$ cat src/sv/csem_pkg.sv
package csem_pkg;

	localparam int MAX_WAITERS = 16;
	localparam int PTR_W = $clog2(MAX_WAITERS);
	localparam int OCC_W = $clog2(MAX_WAITERS + 1);
	localparam int CNT_W = 8;
	localparam int ID_W = 4;
	localparam int STAT_W = 3;

	localparam logic [CNT_W-1:0] CAPACITY_RESET = 8'd255;

	localparam logic OP_WAIT = 1'b0;
	localparam logic OP_POST = 1'b1;

	typedef enum logic [STAT_W-1:0] {
		ST_GRANTED   = 3'd0,
		ST_QUEUED    = 3'd1,
		ST_FULL      = 3'd2,
		ST_RAISED    = 3'd3,
		ST_SATURATED = 3'd4,
		ST_RELEASED  = 3'd5
	} status_t;

	typedef enum logic [1:0] {
		S_IDLE,
		S_EXEC,
		S_RESP
	} ctl_state_t;

	typedef struct packed {
		logic load;
		logic exec;
	} csem_cmd_t;

	function automatic logic [PTR_W-1:0] next_slot(input logic [PTR_W-1:0] p);
		return (p == PTR_W'(MAX_WAITERS - 1)) ? '0 : p + PTR_W'(1);
	endfunction

endpackage

$ cat src/sv/csem_req_if.sv
interface csem_req_if import csem_pkg::*; ();
	logic            valid;
	logic            ready;
	logic            opcode;
	logic [ID_W-1:0] requester_id;

	modport source (output valid, output opcode, output requester_id, input ready);
	modport sink (input valid, input opcode, input requester_id, output ready);
endinterface

$ cat src/sv/csem_rsp_if.sv
interface csem_rsp_if import csem_pkg::*; ();
	logic              valid;
	logic              ready;
	logic [STAT_W-1:0] status;
	logic [ID_W-1:0]   released_id;
	logic [CNT_W-1:0]  count_now;
	logic [OCC_W-1:0]  waiters_now;

	modport source (output valid, output status, output released_id, output count_now,
		output waiters_now, input ready);
	modport sink (input valid, input status, input released_id, input count_now,
		input waiters_now, output ready);
endinterface

$ cat src/sv/csem_ram.sv
module csem_ram #(
	parameter int WIDTH = 4,
	parameter int DEPTH = 16
) (
	input  logic                     clk,
	input  logic                     we,
	input  logic [$clog2(DEPTH)-1:0] waddr,
	input  logic [WIDTH-1:0]         wdata,
	input  logic [$clog2(DEPTH)-1:0] raddr,
	output logic [WIDTH-1:0]         rdata
);

	logic [WIDTH-1:0] mem [DEPTH];
	logic [WIDTH-1:0] rdata_q;

	always_ff @(posedge clk) begin
		if (we) begin
			mem[waddr] <= wdata;
		end
		rdata_q <= mem[raddr];
	end

	assign rdata = rdata_q;

endmodule

$ cat src/sv/csem_ctrl.sv
module csem_ctrl import csem_pkg::*; (
	input  logic      clk,
	input  logic      arst_n,
	input  logic      req_valid,
	output logic      req_ready,
	output logic      rsp_valid,
	input  logic      rsp_ready,
	output csem_cmd_t cmd
);

	ctl_state_t state_q;
	ctl_state_t state_d;

	always_ff @(posedge clk or negedge arst_n) begin
		if (!arst_n) begin
			state_q <= S_IDLE;
		end else begin
			state_q <= state_d;
		end
	end

	always_comb begin
		state_d = state_q;
		unique case (state_q)
			S_IDLE: begin
				if (req_valid) begin
					state_d = S_EXEC;
				end
			end
			S_EXEC: state_d = S_RESP;
			S_RESP: begin
				if (rsp_ready) begin
					state_d = S_IDLE;
				end
			end
			default: state_d = S_IDLE;
		endcase
	end

	always_comb begin
		req_ready = 1'b0;
		rsp_valid = 1'b0;
		cmd.load  = 1'b0;
		cmd.exec  = 1'b0;
		unique case (state_q)
			S_IDLE: begin
				req_ready = 1'b1;
				cmd.load  = req_valid;
			end
			S_EXEC: cmd.exec = 1'b1;
			S_RESP: rsp_valid = 1'b1;
			default: ;
		endcase
	end

endmodule

$ cat src/sv/csem_dp.sv
module csem_dp import csem_pkg::*; (
	input  logic              clk,
	input  logic              arst_n,
	input  csem_cmd_t         cmd,
	input  logic              opcode,
	input  logic [ID_W-1:0]   requester_id,
	input  logic              cfg_we,
	input  logic [CNT_W-1:0]  cfg_wdata,
	output logic [STAT_W-1:0] status,
	output logic [ID_W-1:0]   released_id,
	output logic [CNT_W-1:0]  count_now,
	output logic [OCC_W-1:0]  waiters_now
);

	logic [CNT_W-1:0] capacity_q;
	logic [CNT_W-1:0] count_q;
	logic [PTR_W-1:0] head_q;
	logic [PTR_W-1:0] tail_q;
	logic [OCC_W-1:0] occ_q;
	logic             op_q;
	logic [ID_W-1:0]  rid_q;
	status_t          status_q;
	logic [ID_W-1:0]  released_q;

	logic             is_wait;
	logic             has_count;
	logic             has_waiters;
	logic             has_room;
	logic             push;
	logic             pop;
	logic [ID_W-1:0]  head_data;

	assign is_wait     = (op_q == OP_WAIT);
	assign has_count   = (count_q != '0);
	assign has_waiters = (occ_q != '0);
	assign has_room    = (occ_q < OCC_W'(MAX_WAITERS));
	assign push        = cmd.exec && is_wait && !has_count && has_room;
	assign pop         = cmd.exec && !is_wait && has_waiters;

	// read port follows the head; data is settled in the cycle after any head move
	csem_ram #(
		.WIDTH (ID_W),
		.DEPTH (MAX_WAITERS)
	) u_fifo_ram (
		.clk   (clk),
		.we    (push),
		.waddr (tail_q),
		.wdata (rid_q),
		.raddr (head_q),
		.rdata (head_data)
	);

	always_ff @(posedge clk or negedge arst_n) begin
		if (!arst_n) begin
			capacity_q <= CAPACITY_RESET;
		end else if (cfg_we) begin
			capacity_q <= cfg_wdata;
		end
	end

	always_ff @(posedge clk) begin
		if (cmd.load) begin
			op_q  <= opcode;
			rid_q <= requester_id;
		end
	end

	always_ff @(posedge clk or negedge arst_n) begin
		if (!arst_n) begin
			count_q <= '0;
			head_q  <= '0;
			tail_q  <= '0;
			occ_q   <= '0;
		end else if (cmd.exec) begin
			if (is_wait) begin
				if (has_count) begin
					count_q <= count_q - CNT_W'(1);
				end else if (has_room) begin
					tail_q <= next_slot(tail_q);
					occ_q  <= occ_q + OCC_W'(1);
				end
			end else if (has_waiters) begin
				head_q <= next_slot(head_q);
				occ_q  <= occ_q - OCC_W'(1);
			end else if (count_q < capacity_q) begin
				count_q <= count_q + CNT_W'(1);
			end
		end
	end

	always_ff @(posedge clk) begin
		if (cmd.exec) begin
			if (is_wait) begin
				released_q <= '0;
				if (has_count) begin
					status_q <= ST_GRANTED;
				end else if (has_room) begin
					status_q <= ST_QUEUED;
				end else begin
					status_q <= ST_FULL;
				end
			end else if (has_waiters) begin
				status_q   <= ST_RELEASED;
				released_q <= head_data;
			end else begin
				released_q <= '0;
				if (count_q < capacity_q) begin
					status_q <= ST_RAISED;
				end else begin
					status_q <= ST_SATURATED;
				end
			end
		end
	end

	assign status      = status_q;
	assign released_id = released_q;
	assign count_now   = count_q;
	assign waiters_now = occ_q;

`ifndef SYNTHESIS
	a_occ_bound: assert property (@(posedge clk) disable iff (!arst_n)
		occ_q <= OCC_W'(MAX_WAITERS))
		else $error("waiter count exceeds queue depth");

	a_empty_ptrs: assert property (@(posedge clk) disable iff (!arst_n)
		occ_q == '0 |-> head_q == tail_q)
		else $error("empty queue with head and tail apart");

	a_grant_dec: assert property (@(posedge clk) disable iff (!arst_n)
		cmd.exec && is_wait && has_count |=> count_q == CNT_W'($past(count_q) - 8'd1))
		else $error("grant did not take one unit from the count");

	a_pop_nonempty: assert property (@(posedge clk) disable iff (!arst_n)
		pop |=> occ_q == OCC_W'($past(occ_q) - 5'd1))
		else $error("release did not drop one waiter");
`endif

endmodule

$ cat src/sv/counting_semaphore_wait_queue.sv
// The controller walks accept, execute, respond for each request: a request is captured
// when accepted, applied to the count and waiter queue in execute, and its result is held
// in respond until the result side is ready; no new request is accepted before then.
// The waiter queue is a registered-read RAM whose port follows the head pointer.
// Reset (arst_n, async, active low): count 0, queue empty, capacity 255;
// queue storage is not cleared.
module counting_semaphore_wait_queue import csem_pkg::*; (
	input  logic             clk,
	input  logic             arst_n,
	csem_req_if.sink         req,
	csem_rsp_if.source       rsp,
	input  logic             cfg_we,
	input  logic [CNT_W-1:0] cfg_wdata
);

	csem_cmd_t cmd;

	csem_ctrl u_ctrl (
		.clk       (clk),
		.arst_n    (arst_n),
		.req_valid (req.valid),
		.req_ready (req.ready),
		.rsp_valid (rsp.valid),
		.rsp_ready (rsp.ready),
		.cmd       (cmd)
	);

	csem_dp u_dp (
		.clk          (clk),
		.arst_n       (arst_n),
		.cmd          (cmd),
		.opcode       (req.opcode),
		.requester_id (req.requester_id),
		.cfg_we       (cfg_we),
		.cfg_wdata    (cfg_wdata),
		.status       (rsp.status),
		.released_id  (rsp.released_id),
		.count_now    (rsp.count_now),
		.waiters_now  (rsp.waiters_now)
	);

endmodule
$ cat src/flat_wrapper.sv
// flat-port wrapper written by rule: the top's interface ports become plain ports
module counting_semaphore_wait_queue_flat import csem_pkg::*;
  (clk, arst_n, cfg_we, cfg_wdata, req_valid, req_opcode, req_requester_id, req_ready, rsp_valid, rsp_status, rsp_released_id, rsp_count_now, rsp_waiters_now, rsp_ready);
  csem_req_if req_i ();
  csem_rsp_if rsp_i ();
  input  logic clk;
  input  logic arst_n;
  input  logic cfg_we;
  input  logic [CNT_W-1:0] cfg_wdata;
  input wire logic [$bits(req_i.valid)-1:0] req_valid;
  input wire logic [$bits(req_i.opcode)-1:0] req_opcode;
  input wire logic [$bits(req_i.requester_id)-1:0] req_requester_id;
  output wire logic [$bits(req_i.ready)-1:0] req_ready;
  output wire logic [$bits(rsp_i.valid)-1:0] rsp_valid;
  output wire logic [$bits(rsp_i.status)-1:0] rsp_status;
  output wire logic [$bits(rsp_i.released_id)-1:0] rsp_released_id;
  output wire logic [$bits(rsp_i.count_now)-1:0] rsp_count_now;
  output wire logic [$bits(rsp_i.waiters_now)-1:0] rsp_waiters_now;
  input wire logic [$bits(rsp_i.ready)-1:0] rsp_ready;
  assign req_i.valid = req_valid;
  assign req_i.opcode = req_opcode;
  assign req_i.requester_id = req_requester_id;
  assign req_ready = req_i.ready;
  assign rsp_valid = rsp_i.valid;
  assign rsp_status = rsp_i.status;
  assign rsp_released_id = rsp_i.released_id;
  assign rsp_count_now = rsp_i.count_now;
  assign rsp_waiters_now = rsp_i.waiters_now;
  assign rsp_i.ready = rsp_ready;
  counting_semaphore_wait_queue u_core (.clk(clk), .arst_n(arst_n), .req(req_i), .rsp(rsp_i), .cfg_we(cfg_we), .cfg_wdata(cfg_wdata));
endmodule
$ cat config.mk
export PLATFORM = sky130hd
export DESIGN_NAME = counting_semaphore_wait_queue_flat
export DESIGN_NICKNAME = d
export VERILOG_FILES = /design/src/sv/csem_pkg.sv /design/src/sv/csem_req_if.sv /design/src/sv/csem_rsp_if.sv /design/src/sv/csem_ram.sv /design/src/sv/csem_ctrl.sv /design/src/sv/csem_dp.sv /design/src/sv/counting_semaphore_wait_queue.sv /design/src/flat_wrapper.sv
export SDC_FILE = /design/constraint.sdc
export NUM_CORES = 1
export LEC_CHECK = 0
export BUFFER_PORTS_ARGS = -buffer_cell sky130_fd_sc_hd__clkbuf_2
export CAP_MARGIN = 15
export CORE_MARGIN = 8
export CORE_UTILIZATION = 62
export DETAILED_ROUTE_END_ITERATION = 12
export GPL_TIMING_DRIVEN = 0
export PLACE_DENSITY_LB_ADDON = 0.2
export SKIP_LAST_GASP = 1
export SYNTH_ARGS = -nofsm -noshare
export SYNTH_HDL_FRONTEND = slang
export SYNTH_SLANG_ARGS = --single-unit
$ cat constraint.sdc
create_clock -name clk -period 5.8 [get_ports clk]
set_input_delay 1.16 -clock clk [delete_from_list [all_inputs] [get_ports clk]]
set_output_delay 1.16 -clock clk [all_outputs]
set_load 0.02 [all_outputs]
==> results.md <==
- Site Rows: 32
- Number of remaining DRC errors: 0
- Clock Tree Buf Depth: 2
- Prevailing post-synth register cell: edfxtp_1
- Average detailed-routed wire length per instance: 18.0 um
- Endpoint arrival time on the critical path: 3.28 ns
- Layout cells sized above 1: 26.2%
- Transition time of the tightest slew-check pin: 0.819 ns
- Clock skew after layout: 0.0109 ns
- Synthesized area per cell: 14.8 sq um
- Slew margin rel.: 45.4%
- Count of fill cells added during filler insertion: 514
- Total detailed-routing wirelength: 8.85 mm
- PostCTS Resize Cnt: 0
- Initial core utilization: 64.2%
- Proportion of register bits with asynchronous set or reset after synthesis: 27.9%
- PnR Total Power: 2.52 mW
- Total of warnings raised by yosys: 0
- Hold WC Path Type: reg2reg
- IR Drop Worst-Case VDD: 0.000302 V
- Layout-stage area growth over the synthesis result: 10.6%
- Htree depth: 3
- Endpoint required time on the critical path: 6.06 ns
- Via count of the first global-routing pass: 2903
- Shortest clock period the worst path allows after layout: 3.02 ns
- Final estimated routing congestion in global placement: 0.826
- Run status: completed
- Half-perimeter wire length after detailed placement: 6.34 mm
- Unique masters post-synth: 44
- Cell area reported after detailed placement: 0.00529 sq mm
- Post-CTS Hold Buffers: 0
- Die footprint: 0.0111 sq mm
- Crit Path Class: reg2reg
- Number of buffers created by CTS: 9
- Area of the mapped netlist: 0.00496 sq mm
- Gr usage total: 16.7%
- Leakage power summed over all cells: 2.08 nW
- Cell types with the largest area share after synthesis: edfxtp_1, dfrtp_1, mux4_2
- Antenna cell count: 0
- Final number of setup-violating endpoints: 0
- Number of sinks on the clock net: 111
- Max-cap viol count: 0
- Library cell used as clock root buffer: clkbuf_8
- Die span in x: 105 um
- Capturing element type of the critical path: flop
- Setup tns final: 0 ns
- Drt first-iter violations: 128
- Number of enable-type register cells in the synthesized netlist: 76
- Max frequency: 331 MHz
- Vias after detailed routing: 2809
- Initial antenna violation count: 0
- Post-detailed-route via-to-cell ratio: 5.71
- Routed Antenna Nets: 0
- Final Slew Violations: 0
- Hold Violations, Final: 0
- Port Buffers: 39
- Final standard cell area without fillers: 0.00549 sq mm
- P per Cell Area: 459 mW/mm^2
- Initial DRT Pass Iterations: 4
- Unrepaired setup endpoints after global routing: no
- Sequential fraction of the synthesis area: 63.4%
- Clock slew at the register clock pins of the worst setup and hold paths: 0.10 ns
- Fraction of post-synthesis cell area in the top cell type by area: 46.0%
- Die boundary height: 105 um
- First-pass GRT wire length: 14.5 mm
- Count of buffers added by post-CTS timing repair for setup: 0
- Final period utilization: 52.1%
- Final core area utilization: 71.0%
- Cell type with the highest aggregate area in the netlist: edfxtp_1
- Clock latency on the worst-skew pair: 0.36 ns
- CTS tree: yes
- Mapped Nets: 376
- Pin count of the biggest net entering global routing: 32
- Top Ports: 40
- Core Footprint: 0.00773 sq mm
- Post-synthesis instance total: 335
- Yosys reg bits: 111
- Total Nets Final: 426
- Max Fanout on Critical Path: 12
- Category of the worst setup path launch point: flop
- Grt total ovfl: 0
[path summary, 6_finish.rpt]
path                                                            end  slack (ns)                                    start  depth (start not counted)
setup / recovery               u_core.u_dp.count_now[7]$_DFFE_PN0P_        2.78               u_core.u_dp.op_q$_DFFE_PP_                          9
min in group asynchronous      u_core.u_dp.count_now[3]$_DFFE_PN0P_        0.88                                   arst_n                          1
hold reg to reg            u_core.u_dp.released_id[3]$_SDFFCE_PP0N_        0.51  u_core.u_dp.u_fifo_ram.rdata[3]$_DFF_P_                          1
hold / removal             u_core.u_dp.released_id[3]$_SDFFCE_PP0N_        0.51  u_core.u_dp.u_fifo_ram.rdata[3]$_DFF_P_                          1
setup reg to reg               u_core.u_dp.count_now[7]$_DFFE_PN0P_        2.78               u_core.u_dp.op_q$_DFFE_PP_                          9
max in group asynchronous         u_core.u_dp.tail_q[0]$_DFFE_PN0P_        4.41                                   arst_n                          1
[routing by layer]
metal	vias up	global-route usage [%]	wire (um)
met5	-	0	0
met4	0	4.49	84
met3	9	5.24	523
met2	71	26.5	4310
met1	1380	21.7	3930
li1	1349	-	-
[power by group]
group          switching, mW  internal [mW]
clock                  0.257          0.205
sequential             0.126          0.989
combinational          0.512          0.432
total                  0.895           1.63
[synthesized netlist by cell type (3+ instances only)]
cell type / n
a211oi_1: 5
clkbuf_1: 8
edfxtp_1: 76
dfxtp_1: 4
a21oi_1: 14
nand3_1: 5
ha_1: 21
nor2b_1: 5
inv_1: 14
mux2i_1: 5
xnor2_1: 11
nor2_1: 11
mux4_2: 16
nand2_1: 16
dfstp_2: 8
nor3_1: 3
nand2b_1: 4
mux2_2: 12
dfrtp_1: 23
a21o_1: 3
and2_1: 22
o21ai_0: 19
[layout make-up]
type	instances	area, sq um	share of cell area (%)
Sequential cell	111	3150	57.4
Multi-Input combinational cell	200	1720	31.4
Timing Repair Buffer	39	195	3.56
Tap cell	102	128	2.33
Clock buffer	9	124	2.26
Clock inverter	7	77.6	1.41
Inverter	14	52.6	0.957
Buffer	10	40.0	0.729
[cells by family (layout without fill, tap and decap cells)]
family,Yosys count,in the layout,share of synthesized area (%)
DFF,111,111,63.4
buffers and inverters,24,79,1.86
adders and majority gates,23,23,6.10
muxes,33,33,11.0
and+or+nand+nor,79,79,8.77
xor gates and xnor gates,13,13,2.29
AOI/OAI and AO/OA,52,52,6.58
[critical path, cell delays in order (launching register included)]
cell and delay, ns:
edfxtp_1 0.46, clkbuf_1 0.32, inv_1 0.32, ha_1 0.42
a21oi_1 0.16, o22ai_1 0.12, o41ai_1 0.42, nor3_1 0.11
mux2_2 0.29, a221o_1 0.29
[through the flow]
step,std cells,hold slack (ns),setup slack (ns)
floorplan,335,0.478,3.16
global placement,476,0.486,2.85
detailed placement,476,0.498,2.80
CTS,492,0.522,2.79
global route,492,0.535,2.57
finish,492,0.514,2.78
[state kept, by name, indices dropped and copies added (netlist names)]
name,flops
u_core.u_dp.released_id,4
u_core.u_dp.u_fifo_ram.rdata,4
u_core.u_dp.tail_q,4
u_core.u_dp.head_q,4
u_core.u_dp.capacity_q,8
u_core.u_dp.count_now,8
u_core.u_ctrl.state_q,2
u_core.u_dp.waiters_now,5
u_core.u_dp.u_fifo_ram.mem,64
u_core.u_dp.status,3
u_core.u_dp.rid_q,4
u_core.u_dp.op_q,1
[cell usage in the layout (no fill, tap or decap), types with 3 or more instances in the layout]
master and instances:
and2_1 22, inv_6 3, mux4_2 16, mux2i_1 5, mux2_2 12, dfstp_2 8
nand3_1 5, dfrtp_1 23, nand2_1 16, dfxtp_1 4, o21ai_0 19, clkbuf_8 9
nand2b_1 4, a21o_1 3, nor3_1 3, ha_1 21, a21oi_1 14, nor2_1 11
a211oi_1 5, inv_1 14, edfxtp_1 76, clkbuf_2 39, xnor2_1 11, clkbuf_1 8
nor2b_1 5
Note: power is estimated with default switching activity, not from simulation.
